<file path="src/rtl/core/r2tfr_pkg.sv">
// ----------------------------------------------------------------------------
// Rank-2 tensor frame rotation package
// Default widths, pipeline depth and the sqrt(3/2) constant generator.
// ----------------------------------------------------------------------------
package r2tfr_pkg;

	localparam int COMP_WIDTH_DEF = 24;
	localparam int TRIG_FRAC_DEF  = 14;

	// register stages from input to output
	localparam int PIPE_DEPTH = 4;

	// nearest integer to sqrt(3 * 2^(2*frac-1)), i.e. sqrt(3/2) in Q.frac
	// evaluated at elaboration only
	function automatic longint unsigned root_three_halves(input int frac);
		longint unsigned n;
		longint unsigned s;
		longint unsigned t;
		longint unsigned b;
		n = 64'd3 << (2 * frac - 1);
		s = 64'd0;
		b = 64'd1 << 31;
		for (int i = 0; i < 32; i++) begin
			t = s + b;
			if (t * t <= n) begin
				s = t;
			end
			b = b >> 1;
		end
		if (n - s * s > s) begin
			s = s + 64'd1;
		end
		return s;
	endfunction

endpackage

</file>
<file path="src/rtl/core/r2tfr_sum.sv">
// ----------------------------------------------------------------------------
// Rank-2 tensor frame rotation: sum and saturate stage
// Adds the products per output, rounds half up, clips, output register.
// ----------------------------------------------------------------------------
module r2tfr_sum #(
	parameter int COMP_WIDTH = r2tfr_pkg::COMP_WIDTH_DEF,
	parameter int TRIG_FRAC  = r2tfr_pkg::TRIG_FRAC_DEF
) (
	input  logic                                    clk,
	input  logic                                    arst_n,
	input  logic                                    in_valid,
	output logic                                    in_ready,
	input  logic signed [COMP_WIDTH+TRIG_FRAC+8:0]  m0p2_s3,
	input  logic signed [COMP_WIDTH+TRIG_FRAC+8:0]  m0p1_s3,
	input  logic signed [COMP_WIDTH+TRIG_FRAC+8:0]  m0p0_s3,
	input  logic signed [COMP_WIDTH+TRIG_FRAC+8:0]  m1p2_s3,
	input  logic signed [COMP_WIDTH+TRIG_FRAC+8:0]  m1p1_s3,
	input  logic signed [COMP_WIDTH+TRIG_FRAC+8:0]  m1p0_s3,
	input  logic signed [COMP_WIDTH+TRIG_FRAC+8:0]  m2p2_s3,
	input  logic signed [COMP_WIDTH+TRIG_FRAC+8:0]  m2p1_s3,
	input  logic signed [COMP_WIDTH+TRIG_FRAC+8:0]  m2p0_s3,
	input  logic signed [COMP_WIDTH+TRIG_FRAC+4:0]  cbq1_s3,
	input  logic signed [COMP_WIDTH+TRIG_FRAC+4:0]  sbq2_s3,
	input  logic signed [COMP_WIDTH+TRIG_FRAC+4:0]  cbq2_s3,
	input  logic signed [COMP_WIDTH+TRIG_FRAC+4:0]  sbq1_s3,
	output logic                                    out_valid,
	input  logic                                    out_ready,
	output logic signed [COMP_WIDTH-1:0]            rot0_re_s4,
	output logic signed [COMP_WIDTH-1:0]            rot1_re_s4,
	output logic signed [COMP_WIDTH-1:0]            rot1_im_s4,
	output logic signed [COMP_WIDTH-1:0]            rot2_re_s4,
	output logic signed [COMP_WIDTH-1:0]            rot2_im_s4,
	output logic                                    sat_s4
);
	localparam int ACC_W = COMP_WIDTH + TRIG_FRAC + 11;

	localparam logic signed [ACC_W-1:0] HALF_LO = ACC_W'(1) <<< (TRIG_FRAC - 1);
	localparam logic signed [ACC_W-1:0] HALF_HI = ACC_W'(1) <<< TRIG_FRAC;

	logic                     valid_s4;
	logic signed [ACC_W-1:0]  acc0, acc1, acc1i, acc2, acc2i;
	logic [COMP_WIDTH:0]      r0, r1, r1i, r2, r2i;

	// {clipped, value}; half_scale adds one more bit of right shift
	function automatic logic [COMP_WIDTH:0] round_sat(
		input logic signed [ACC_W-1:0] acc,
		input logic                    half_scale
	);
		logic signed [ACC_W-1:0]  rnd;
		logic                     ovf;
		logic [COMP_WIDTH-1:0]    val;
		if (half_scale) begin
			rnd = (acc + HALF_HI) >>> (TRIG_FRAC + 1);
		end else begin
			rnd = (acc + HALF_LO) >>> TRIG_FRAC;
		end
		// out of range when the bits above the sign are not a sign extension
		ovf = !(&rnd[ACC_W-1:COMP_WIDTH-1]) && (|rnd[ACC_W-1:COMP_WIDTH-1]);
		if (!ovf) begin
			val = rnd[COMP_WIDTH-1:0];
		end else if (rnd[ACC_W-1]) begin
			val = {1'b1, {(COMP_WIDTH-1){1'b0}}};
		end else begin
			val = {1'b0, {(COMP_WIDTH-1){1'b1}}};
		end
		return {ovf, val};
	endfunction

	assign in_ready  = !valid_s4 || out_ready;
	assign out_valid = valid_s4;

	always_comb begin
		acc0  = m0p2_s3 + m0p1_s3 + m0p0_s3;
		acc1  = m1p2_s3 + m1p1_s3 + m1p0_s3;
		acc2  = m2p2_s3 + m2p1_s3 + m2p0_s3;
		acc1i = cbq1_s3 - sbq2_s3;
		acc2i = cbq2_s3 + sbq1_s3;
		r0    = round_sat(acc0, 1'b1);
		r1    = round_sat(acc1, 1'b0);
		r1i   = round_sat(acc1i, 1'b0);
		r2    = round_sat(acc2, 1'b1);
		r2i   = round_sat(acc2i, 1'b0);
	end

	always_ff @(posedge clk or negedge arst_n) begin
		if (!arst_n) begin
			valid_s4 <= 1'b0;
		end else if (in_ready) begin
			valid_s4 <= in_valid;
		end
	end

	always_ff @(posedge clk) begin
		if (in_ready && in_valid) begin
			rot0_re_s4 <= r0[COMP_WIDTH-1:0];
			rot1_re_s4 <= r1[COMP_WIDTH-1:0];
			rot1_im_s4 <= r1i[COMP_WIDTH-1:0];
			rot2_re_s4 <= r2[COMP_WIDTH-1:0];
			rot2_im_s4 <= r2i[COMP_WIDTH-1:0];
			sat_s4     <= r0[COMP_WIDTH] | r1[COMP_WIDTH] | r1i[COMP_WIDTH]
				| r2[COMP_WIDTH] | r2i[COMP_WIDTH];
		end
	end

endmodule

</file>
<file path="config.mk">
export PLATFORM = sky130hd
export DESIGN_NAME = r2tfr_sum
export DESIGN_NICKNAME = d
export VERILOG_FILES = /design/src/rtl/core/r2tfr_pkg.sv /design/src/rtl/core/r2tfr_sum.sv
export SDC_FILE = /design/constraint.sdc
export NUM_CORES = 1
export LEC_CHECK = 0
export BUFFER_PORTS_ARGS = -buffer_cell sky130_fd_sc_hd__buf_2
export CORE_AREA = 2 2 281 283
export CTS_BUF_LIST = sky130_fd_sc_hd__clkbuf_16
export CTS_CLUSTER_DIAMETER = 40
export DETAILED_ROUTE_END_ITERATION = 10
export DIE_AREA = 0 0 283 285
export HOLD_SLACK_MARGIN = 0.12
export PLACE_DENSITY = 0.6
export SYNTH_ARGS = -nofsm -noshare
export SYNTH_HDL_FRONTEND = slang
export SYNTH_SLANG_ARGS = --single-unit
</file>
<file path="constraint.sdc">
create_clock -name clk -period 11.7 [get_ports clk]
set_input_delay 1.17 -clock clk [delete_from_list [all_inputs] [get_ports clk]]
set_output_delay 1.17 -clock clk [all_outputs]
set_load 0.05 [all_outputs]
</file>
## Yosys cells after proc, flatten, opt, wreduce, memory -nomap -nowiden

Cells that the tools add are included.

| storage, ports and cells | value |
|---|---|
| register bits | 122 |
| latch bits | 0 |
| bits in writable memories | 0 |
| bits in read-only memories | 0 |
| input bits | 599 |
| output and inout port bits | 123 |
| logic and storage cells | 57 |
| memories | 0 |

| cells by class | value |
|---|---|
| add/sub/neg operators | 13 |
| multipliers | 0 |
| div/mod/pow operators | 0 |
| order comparisons | 0 |
| equal/unequal tests | 0 |
| shift-type cells | 0 |
| multiplexer cells | 10 |
| bitwise logic cells | 4 |
| reductions and logical operators | 23 |

Operators by type and width:

| kind | count |
|---|---|
| $mux 24 | 10 |
| $add 48x47->49 | 3 |
| $add 47x47->48 | 3 |
| $add 49x16->49 const B | 2 |
| $add 44x15->45 const B | 2 |
| $add 49x15->49 const B | 1 |
| $add 43x43->44 | 1 |
| $sub 43x43->44 | 1 |
| $reduce_and 12->1 | 3 |
| $reduce_or 12->1 | 3 |
| $reduce_and 11->1 | 2 |
| $reduce_or 11->1 | 2 |
| $logic_and 1x1->1 | 6 |
| $logic_not 1->1 | 6 |
| $or 1x1->1 | 4 |
| $logic_or 1x1->1 | 1 |

## Depth between registers and ports, before layout

Gate-level depths: netlist (run 1).

| depth | value |
|---|---|
| depth after elaboration | 10 |
| gate-level depth with buffers | 19 |
| mapped depth without buffers | 17 |

## Worst setup path before layout (run 1)

No wires, ideal clock.

| path | value |
|---|---|
| path kind | input to register |
| start point | input port m1p2_s3[12] |
| end point | register sat_s4, data pin |
| library setup time | 0.272 ns |
| arrival | 5.457 ns |
| required time | 11.428 ns |
| setup slack | 5.971 ns |
| stages | 16 |
| buffers on the path | 0 |
| cells stage by stage | inv_1 > fa_1 > inv_1 > fa_1 > ha_1 > nand4_1 > o221ai_1 > a221oi_1 > o31ai_1 > a221oi_2 > o21ai_1 > o311a_1 > or4_1 > nor4b_1 > a31oi_1 > or4b_1 |

| between the ends | value |
|---|---|
| longest elaborated chain between the ends | 10 |
| elaborated cells on any way between the ends | 11 |
| classes of those cells | add/sub (3); bitwise (4); reduce/logical (4) |

RTL lines:

| item | line | source |
|---|---|---|
| start: declaration | r2tfr_sum.sv:16 | `input logic signed [COMP_WIDTH+TRIG_FRAC+8:0] m1p2_s3,` |
| $add 47x47->48 (*) | r2tfr_sum.sv:74 | `acc1 = m1p2_s3 + m1p1_s3 + m1p0_s3;` |
| $add 48x47->49 (*) | r2tfr_sum.sv:74 |  |
| $add 49x15->49 (*) | r2tfr_sum.sv:55 | `rnd = (acc + HALF_LO) >>> TRIG_FRAC;` |
| $reduce_and 12->1 | r2tfr_sum.sv:58 | `ovf = !(&rnd[ACC_W-1:COMP_WIDTH-1]) && (\|rnd[ACC_W-1:COMP_WIDTH-1]);` |
| $logic_not 1->1 | r2tfr_sum.sv:58 |  |
| $logic_and 1x1->1 (*) | r2tfr_sum.sv:58 |  |
| $or 1x1->1 (*) (2 in a row) | r2tfr_sum.sv:100 | `sat_s4 <= r0[COMP_WIDTH] \| r1[COMP_WIDTH] \| r1i[COMP_WIDTH]` |
| $or 1x1->1 (*) (2 in a row) | r2tfr_sum.sv:101 | `\| r2[COMP_WIDTH] \| r2i[COMP_WIDTH];` |
| end signal: assignment | r2tfr_sum.sv:100 |  |
| end: declaration | r2tfr_sum.sv:33 | `output logic sat_s4` |

Mark *: on every way between the ends. The rest lies on a longest branch, timed or not.
A chain may end at the register's enable or synchronous reset.

## Worst setup path after layout (run 1)

Ends and elaborated chain as after synthesis.

==> metrics.cfg, run 1 <==
[sta]
tns_ns=0
report.final.slew_viol_count=0
fin_crit_sh_pct=54.4
setup_viol=0
layout_min_cycle_time_ns=6.36
maxSlewHeadroom_pct=29.7
finalHoldViolations=0
worstMarginPinSlew_ns=1.05
fin_skew_ns=0.00847
rsz0062_at_grt=no
fmax_ghz=0.157

[placement]
placed_cell_area_sq_um=28200
gp_congestion=0.900
hpwl_um=69600
portBuffers=721

[yosys]
yosysTopAreaCell=ha_1
synth_area_per_cell_sq_um=8.49
synth-compound-area-share_pct=19.6
synth_top_area_share_pct=23.7
ys_async_sr_fraction_pct=0.820
synth_fa_ha_area_share_pct=35.5
synth-edff-count=121
syn_nets=3941
yosys.area_share.xor_xnor_pct=5.57
synth_top_family_by_area=adder cells
synth-seq-cells=122
synth_flop_cell=edfxtp_1
ys_top_cells_by_area=ha_1, edfxtp_1, fa_1
syn_inst=2760
ys_warn_count=0
yosys.area_share.simple_pct=12.5
syn_area_sq_um=23400
ys_seq_area_share_pct=15.6
synth.distinct_cells=82
synth_mux_area_share_pct=2.51

[routing]
wirelength_um=79900
via_per_inst=4.95
drtIter0Drc=1153
postRouteAntennaNets=0
drc=0
vias=22300
firstDrtPassIters=5
wl_per_cell_um=17.7

[grt]
grt_use_total_pct=19.3
grt-ovfl-total=0
grt_pass1_wl_um=122000
antenna_found_initial=27
grt_max_degree=71
first_global_vias=22100

[clock_tree]
hold_buffers=0
cts_max_level=4
cts.sinks=122
clockRootBuffer=clkbuf_16
ctsResizeCount=0
path_clk_slew_ns=0.06
cts_made_buffers=17
clock_latency_ns=0.48
tritoncts=built
cts_setup_buffers=0
clock_path_buffers=2

[floorplan]
io_pins=722
rows=103
start_util_pct=30.0
die_area_sq_um=80700
core_area_sq_um=78000
die_h_um=285
fp.dieW_um=283

[pwr]
ir_drop_v=0.000101
power_density_nw_per_um2=126
p_leak_uw=0.0154

[finish]
area_growth_syn_to_layout_pct=22.8
finish.utilization_pct=36.9
drive_gt1_share_pct=22.9
layout.nets=4625
final_area_sq_um=28800

[critical_path]
path_max_fanout=24
arrival_ns=6.57
cpPeakStageDelay_ns=0.67
critPathTopFamily=simple AND/OR/NAND/NOR gates
crit_slowest_cell=o31ai_1
path_buf_inv=4
worst_setup_path_end_kind=flip-flop
worstReg2RegStart=out_valid$_DFFE_PN0N_
path_cells=buf_2 -> inv_1 -> fa_1 -> inv_1 -> fa_1 -> ha_1 -> nand4_1 -> or3_1 -> o31ai_1 -> a221oi_2 -> nor2b_1 -> o2111ai_1 -> o311a_1 -> or4_1 -> nor4b_1 -> a31oi_4 -> buf_4 -> or4b_1
cp-start-kind=input pin
required_ns=11.91
critPathKind=input pin to flip-flop
startpoint=m1p2_s3[12]

[flow_run]
cap_violations=0

[outcome]
status=complete, no violations

[hold_path]
hold_class=input pin to async pin

[worst register-to-register path, delay by kind of cell, from the launching register on]
| family | cells | cell delay, ns |
|---|---|---|
| buffers and inverters | 1 | 0.88 |
| DFF | 1 | 0.38 |
| and+or+nand+nor | 2 | 0.79 |
[per-layer routing]
layer / GRT usage, % / vias to the layer above / wire, um / share of wire (%)
met1: 23.8 / 10500 / 34500 / 43
met3: 4.65 / 94 / 4890 / 6.1
met2: 34.2 / 649 / 39200 / 49
li1: - / 11100 / - / -
met5: 0 / - / 131 / 0.16
met4: 3.74 / 22 / 1150 / 1.4
[flip-flops by register name, summed over array words and instances (netlist names)]
name        cells
out_valid       1
rot0_re_s4     24
rot1_im_s4     24
rot1_re_s4     24
rot2_im_s4     24
rot2_re_s4     24
sat_s4          1
[path summary, 6_finish.rpt]
kind	slack [ns]	cells after the start	endpoint
worst min-delay path	0.46	1	out_valid$_DFFE_PN0N_
min in group clk	0.56	2	out_valid$_DFFE_PN0N_
worst max-delay path	5.34	18	sat_s4$_DFFE_PP_
worst max register to register	9.14	3	rot1_im_s4[17]$_DFFE_PP_
worst min register to register	0.56	2	out_valid$_DFFE_PN0N_
max in group asynchronous	11.15	1	out_valid$_DFFE_PN0N_
[cells in the final DEF (no fill, tap or decap), types with 110 or more instances in the layout]
cell type	Yosys	layout
a21o_1	110	110
edfxtp_1	121	121
inv_1	475	478
nor2_1	134	134
o21ai_0	128	128
buf_2	5	721
a21oi_1	232	232
fa_1	138	138
nand2_1	177	177
ha_1	444	444
[power by group]
group	switching, uW	internal (uW)
Clock	237	309
Sequential	23.6	590
Combinational	1540	923
[cell families (layout without fill, tap and decap cells)]
logic type	count (synthesis)	count (layout)
compound gates	712	712
simple gates	597	597
fa+ha+maj	582	582
buf+inv	540	1237
xor+xnor	149	149
flops	122	122
mux	58	58
other cells	0	5
[synthesized netlist by cell type, types with 6 or more instances]
cell       instances
nand2_1          177
nand4b_1           6
nor3_1            37
a221oi_1           7
o221ai_1           8
mux2i_1           54
nor4_1            17
o21ai_1            6
clkbuf_1          56
o21bai_1          35
a21boi_0          10
o21ai_0          128
nand2b_1          19
ha_1             444
o211ai_1          15
nand3b_1           6
o31ai_1           10
a31oi_1           25
o21a_1            25
nor2_1           134
or3_1             10
edfxtp_1         121
a31o_2             6
and2_1            17
nand3_1           47
xnor2_1           75
o2111ai_1          8
or2_2              9
a21oi_1          232
a211oi_1          20
a41oi_1            6
xor2_1            74
fa_1             138
nor2b_1           20
nand4_1           59
and3_1            16
o22ai_1            7
inv_1            475
a21o_1           110
[layout make-up]
cell class              count  area (sq um)
repair buffers            729          3670
inverters                 476          1790
clock inverters            15           136
diodes                      5          12.5
fillers                  8101         49200
multi-input cells        2098         17800
clock buffers              17           425
well taps                1050          1310
flip-flops and latches    122          3660
[per-stage QoR]
stage | worst slack, ns | total power, uW | hold WS [ns] | cells
2_1_floorplan | 5.97 | 2380 | 0.874 | 2760
3_3_place_gp | 4.94 | 3080 | 0.533 | 4475
3_5_place_dp | 4.95 | 3070 | 0.541 | 4475
4_1_cts | 5.44 | 3660 | 0.399 | 4507
5_1_grt | 5.16 | 3940 | 0.409 | 4511
6_report | 5.34 | 3620 | 0.461 | 4512
Power figures use the tool's default switching activity.
==> run 2, diff against run 1 <==
--- a/config.mk
+++ b/config.mk
@@ -5,14 +5,15 @@
 export SDC_FILE = /design/constraint.sdc
 export NUM_CORES = 1
 export LEC_CHECK = 0
+export ABC_AREA = 1
 export BUFFER_PORTS_ARGS = -buffer_cell sky130_fd_sc_hd__buf_2
-export CORE_AREA = 2 2 281 283
+export CORE_AREA = 2 2 279 281
 export CTS_BUF_LIST = sky130_fd_sc_hd__clkbuf_16
 export CTS_CLUSTER_DIAMETER = 40
 export DETAILED_ROUTE_END_ITERATION = 10
-export DIE_AREA = 0 0 283 285
+export DIE_AREA = 0 0 281 283
 export HOLD_SLACK_MARGIN = 0.12
-export PLACE_DENSITY = 0.6
+export PLACE_DENSITY = 0.69
 export SYNTH_ARGS = -nofsm -noshare
 export SYNTH_HDL_FRONTEND = slang
 export SYNTH_SLANG_ARGS = --single-unit
==> constraint.sdc (replaced) <==
create_clock -name clk -period 6.26 [get_ports clk]
set_input_delay 0.626 -clock clk [delete_from_list [all_inputs] [get_ports clk]]
set_output_delay 0.626 -clock clk [all_outputs]
set_load 0.05 [all_outputs]
==> run 2 against run 1 <==
Setup slack got worse by 3.2 ns. Power rose by 120%. Sequential share of layout area is 2.2 points lower.
==> metrics.cfg, run 2 <==
[clock_tree]
cts.sinks=122
path_clk_slew_ns=0.08
cts_setup_buffers=0
clock_path_buffers=2
ctsResizeCount=0
cts_max_level=4
clock_latency_ns=0.48
hold_buffers=1
cts_made_buffers=17
tritoncts=built
clockRootBuffer=clkbuf_16

[yosys]
syn_nets=5965
synth-edff-count=121
syn_area_sq_um=29400
synth-seq-cells=122
synth_commonest_cells=nand2_1, inv_1, ha_1
yosysTopAreaCell=nand2_1
synth.distinct_cells=46
ys_warn_count=0
ys_top_cells_by_area=nand2_1, ha_1, inv_1
ys_async_sr_fraction_pct=0.820
ys_seq_area_share_pct=12.5
synth_flop_cell=edfxtp_1
synth_top_area_share_pct=21.8
synth_most_common_cell=nand2_1
syn_inst=4784
synth_area_per_cell_sq_um=6.14

[routing]
postRouteAntennaNets=0
drc=0
firstDrtPassIters=6
drtIter0Drc=2279
via_per_inst=4.83
wirelength_um=113000
vias=31700
wl_per_cell_um=17.2

[floorplan]
die_area_sq_um=79500
core_area_sq_um=76700
rows=102
die_h_um=283
fp.dieW_um=281
io_pins=722
start_util_pct=38.3

[critical_path]
cpPeakStageDelay_ns=0.71
required_ns=6.47
cp-start-kind=input pin
crit_top_cell=nand2_1
path_max_fanout=23
worst-r2r-cell-count=2
reg2reg_to=rot1_im_s4[18]$_DFFE_PP_
path_cells=buf_2 -> inv_1 -> fa_1 -> inv_1 -> ha_1 -> ha_1 -> nand2_2 -> nor2_1 -> nand2_2 -> nor2_1 -> o21ai_1 -> nand3_1 -> nand3_2 -> nand2_1 -> nand2_1 -> nand2_1 -> nand2_1 -> nor2_1 -> nand3_2 -> nand3_2 -> nand2_1
reg2reg_slack_ns=4.57
crit_slowest_cell=fa_1
critPathKind=input pin to flip-flop
arrival_ns=4.34
worstReg2RegStart=out_valid$_DFFE_PN0N_
worst_setup_path_end_kind=flip-flop

[sta]
worstMarginPinSlew_ns=0.826
fin_crit_sh_pct=66.1
layout_min_cycle_time_ns=4.14
fin_skew_ns=0.0166
report.final.slew_viol_count=0
tns_ns=0
finalHoldViolations=0
maxSlewHeadroom_pct=44.9
setup_viol=0
fmax_ghz=0.242
rsz0062_at_grt=no

[finish]
layout_commonest_cell=nand2_1
layout.nets=6685
fillCellCount=8257
drive_gt1_share_pct=14.7
final_cell_mix=nand2_1, inv_1, buf_2
finalNonFillerCells=6562
area_growth_syn_to_layout_pct=18.2

[pwr]
p_leak_uw=0.0208
ir_drop_v=0.000169
finalPower_uw=7830
power_density_nw_per_um2=226

[outcome]
status=complete, no violations

[flow_run]
cap_violations=0

[grt]
antenna_found_initial=6
grt_pass1_wl_um=170000
first_global_vias=31100
grt-ovfl-total=0
grt_use_total_pct=27.9
grt_max_degree=122

[hold_path]
hold_class=input pin to flip-flop
hold_end=out_valid$_DFFE_PN0N_
hp-start=in_valid
whs_path_depth=3

[placement]
hpwl_um=99500
portBuffers=721
placed_cells_incl_taps=6524
gp_congestion=1.09

-- run 2: cell type report --
cell class	count	area, sq um	area share (%)
antenna	5	12.5	0.0361
clock inverter	15	139	0.400
multi-input combinational	3529	21300	61.5
inverter	1111	4170	12.0
tap	1040	1300	3.75
clock buffer	17	425	1.23
timing repair buffer	723	3640	10.5
sequential	122	3660	10.5
-- run 2: report_power, final --
part	total, uW	switching [uW]	internal [uW]
clock network	1060	507	553
registers	1140	55.9	1080
logic	5630	3820	1820
-- run 2: worst max-delay path by stage --
| stage | startpoint | to | slack (ns) | cells past startpoint |
|---|---|---|---|---|
| after floorplan | out_ready | rot0_re_s4[0]$_DFFE_PP_ | 1.61 | 2 |
| after global placement | m0p2_s3[21] | rot0_re_s4[11]$_DFFE_PP_ | 1.56 | 20 |
| after detailed placement | m0p2_s3[21] | rot0_re_s4[2]$_DFFE_PP_ | 1.59 | 21 |
| after CTS | m0p2_s3[21] | rot0_re_s4[2]$_DFFE_PP_ | 2.10 | 21 |
| after global routing | m2p2_s3[28] | sat_s4$_DFFE_PP_ | 1.70 | 21 |
| final | m0p2_s3[21] | rot0_re_s4[2]$_DFFE_PP_ | 2.12 | 21 |
-- run 2: through the flow --
stage	hold WS [ns]	utilization (%)	setup WS [ns]	instance area, sq um
final	0.380	45.2	2.12	34700
after global routing	0.370	45.2	1.70	34700
after CTS	0.347	45.2	2.10	34700
after detailed placement	0.411	44.5	1.59	34100
after global placement	0.409	44.5	1.56	34100
after floorplan	0.330	-	1.61	29400
-- run 2: per-layer routing --
metal	GRT usage (%)	routed length (um)
met5	0	23
met4	12.0	4970
met3	4.92	7930
met2	47.0	51900
met1	34.6	48100
-- run 2: cell families after synthesis --
family / share of synthesized area, %
AND/OR/NAND/NOR: 33.4
flip-flops: 12.5
XOR/XNOR: 3.40
buffers and inverters: 14.9
AO/OA/AOI/OAI: 7.55
adder cells (fa/ha/maj): 28.3
-- run 2: critical path: cells and delay by family --
family,cells,cell delay [ns]
AO/OA/AOI/OAI,1,0.09
adder cells (fa/ha/maj),3,1.37
buffers and inverters,3,0.28
AND/OR/NAND/NOR,14,1.97
==> run 3, diff against run 2 <==
--- a/config.mk
+++ b/config.mk
@@ -7,13 +7,13 @@
 export LEC_CHECK = 0
 export ABC_AREA = 1
 export BUFFER_PORTS_ARGS = -buffer_cell sky130_fd_sc_hd__buf_2
-export CORE_AREA = 2 2 279 281
+export CORE_AREA = 2 2 282 284
 export CTS_BUF_LIST = sky130_fd_sc_hd__clkbuf_16
 export CTS_CLUSTER_DIAMETER = 40
 export DETAILED_ROUTE_END_ITERATION = 10
-export DIE_AREA = 0 0 281 283
+export DIE_AREA = 0 0 284 286
 export HOLD_SLACK_MARGIN = 0.12
-export PLACE_DENSITY = 0.69
+export PLACE_DENSITY = 0.7
 export SYNTH_ARGS = -nofsm -noshare
 export SYNTH_HDL_FRONTEND = slang
 export SYNTH_SLANG_ARGS = --single-unit
==> constraint.sdc (replaced) <==
create_clock -name clk -period 3.75 [get_ports clk]
set_input_delay 0.375 -clock clk [delete_from_list [all_inputs] [get_ports clk]]
set_output_delay 0.375 -clock clk [all_outputs]
set_load 0.05 [all_outputs]
==> run 3 against run 2 <==
Combinational power rose by 92%. Non-clock buffer count rose by 329. Sequential share of layout area fell by 0.78 points. Count of clock-buffer cells in the layout did not move. Critical path type unchanged. Largest cell class unchanged.
==> metrics.cfg, run 3 (synthesis results as in run 2) <==
[outcome]
status=complete, no violations

[finish]
final_cell_mix=nand2_1, inv_1, buf_2
area_growth_syn_to_layout_pct=27.6
drive_gt1_share_pct=19.9
layout.nets=7014
num_antenna_cells=0
layout_commonest_cell=nand2_1
finish.utilization_pct=47.8

[flow_run]
cap_violations=0

[floorplan]
fp.dieW_um=284
io_pins=722
start_util_pct=37.5
rows=103
die_h_um=286
core_area_sq_um=78400
die_area_sq_um=81200

[sta]
layout_min_cycle_time_ns=3.58
rsz0062_at_grt=yes
timing.hold.ws_ns=0.182
fmax_ghz=0.280
setup_viol=0
maxSlewHeadroom_pct=37.6
report.final.slew_viol_count=0
worstMarginPinSlew_ns=0.934
fin_crit_sh_pct=95.3
fin_skew_ns=0.0185
finalHoldViolations=0

[critical_path]
arrival_ns=3.80
cpPeakStageDelay_ns=0.55
worst_setup_path_end_kind=flip-flop
cp-start-kind=input pin
required_ns=3.98
critPathKind=input pin to flip-flop
path_max_fanout=19
path_cells=buf_2 -> inv_1 -> fa_1 -> inv_1 -> ha_1 -> ha_1 -> a21oi_1 -> o21ai_0 -> a21oi_1 -> o21ai_0 -> buf_4 -> a21oi_1 -> nand2_1 -> nand2_1 -> nand2_1 -> nor2_1 -> nand3_2 -> nand3_2 -> buf_12 -> nand2_1
crit_top_cell=nand2_1
crit_slowest_cell=fa_1

[placement]
hpwl_um=105000
gp_congestion=1.01
portBuffers=721

[clock_tree]
tritoncts=built
cts_max_level=4
clockRootBuffer=clkbuf_16
cts_made_buffers=17
clock_path_buffers=2
cts_setup_buffers=0
path_clk_slew_ns=0.08
clock_latency_ns=0.49
cts.sinks=122

[pwr]
power_density_nw_per_um2=390
ir_drop_v=0.000317
p_leak_uw=0.0225
finalPower_uw=14600

[grt]
grt_use_total_pct=27.8
grt_max_degree=40
first_global_vias=32000
grt_pass1_wl_um=174000
antenna_found_initial=7
grt-ovfl-total=0

[hold_path]
hold_class=input pin to async pin

[routing]
via_per_inst=4.75
drc=0
wl_per_cell_um=16.8
postRouteAntennaNets=0
vias=32700
firstDrtPassIters=5
drtIter0Drc=2137
wirelength_um=116000

-- run 3: cell types whose count changed in the layout (fill, tap and decap cells not counted), sizes merged --
cell / previous run / this run
buf: 722 / 1050
bufinv: 1 / 3
clkinv: 3 / 5
clkinvlp: 3 / 1
diode: 5 / 0
dlygate4sd3: 1 / 2
inv: 1119 / 1117
-- run 3: area by class of cell --
type                       instances  area (sq um)
fill                            8385         40900
tap                             1050          1310
inverter                        1111          4170
multi-input combinational       3529         21500
clock buffer                      17           425
clock inverter                    15           190
timing repair buffer            1052          6260
sequential                       122          3660
-- run 3: path summary, 6_finish.rpt --
kind / start / slack (ns) / cells after the start / to
setup / recovery: m0p2_s3[31] / 0.17 / 20 / rot0_re_s4[22]$_DFFE_PP_
hold reg to reg: out_valid$_DFFE_PN0N_ / 0.60 / 2 / out_valid$_DFFE_PN0N_
setup reg to reg: out_valid$_DFFE_PN0N_ / 1.83 / 2 / rot0_re_s4[16]$_DFFE_PP_
hold / removal: arst_n / 0.18 / 2 / out_valid$_DFFE_PN0N_
min in group clk: out_ready / 0.19 / 4 / out_valid$_DFFE_PN0N_
max in group asynchronous: arst_n / 3.48 / 2 / out_valid$_DFFE_PN0N_
-- run 3: routing by layer --
layer | global-route usage, % | vias to the layer above | share of wire [%]
met2 | 49.7 | 1067 | 48
met5 | 0 | - | 0.011
met1 | 34.3 | 14700 | 42
met3 | 3.85 | 140 | 6.0
met4 | 9.03 | 2 | 3.4
li1 | - | 16800 | -
-- run 3: what timing repair did --
item	CTS	global route
hold buffers	2	0
setup endpoints to repair	0	55
resized for setup	0	31
endpoints found under the hold margin	2	0
-- run 3: through the flow --
stage	cell area (sq um)	setup TNS (ns)	setup WS, ns	instances
CTS	37400	0	0.109	6896
global route	37500	-0.00149	-0.00149	6896
floorplan	29400	0	0.416	4784
detailed placement	36700	-16.93	-0.410	6862
global placement	36700	-17.20	-0.409	6862
finish	37500	0	0.175	6896
-- run 3: power by group --
group / leakage [uW] / switching, uW / internal, uW
Combinational: 0.0210 / 6700 / 4120
Sequential: 0.00118 / 92.7 / 1800
Clock: 0.000303 / 822 / 1060
-- run 3: critical path, delay by kind of cell --
family | cells | cell delay, ns
AND/OR/NAND/NOR | 7 | 0.71
adder cells (fa/ha/maj) | 3 | 1.16
buffers and inverters | 5 | 0.47
AO/OA/AOI/OAI | 5 | 1.08
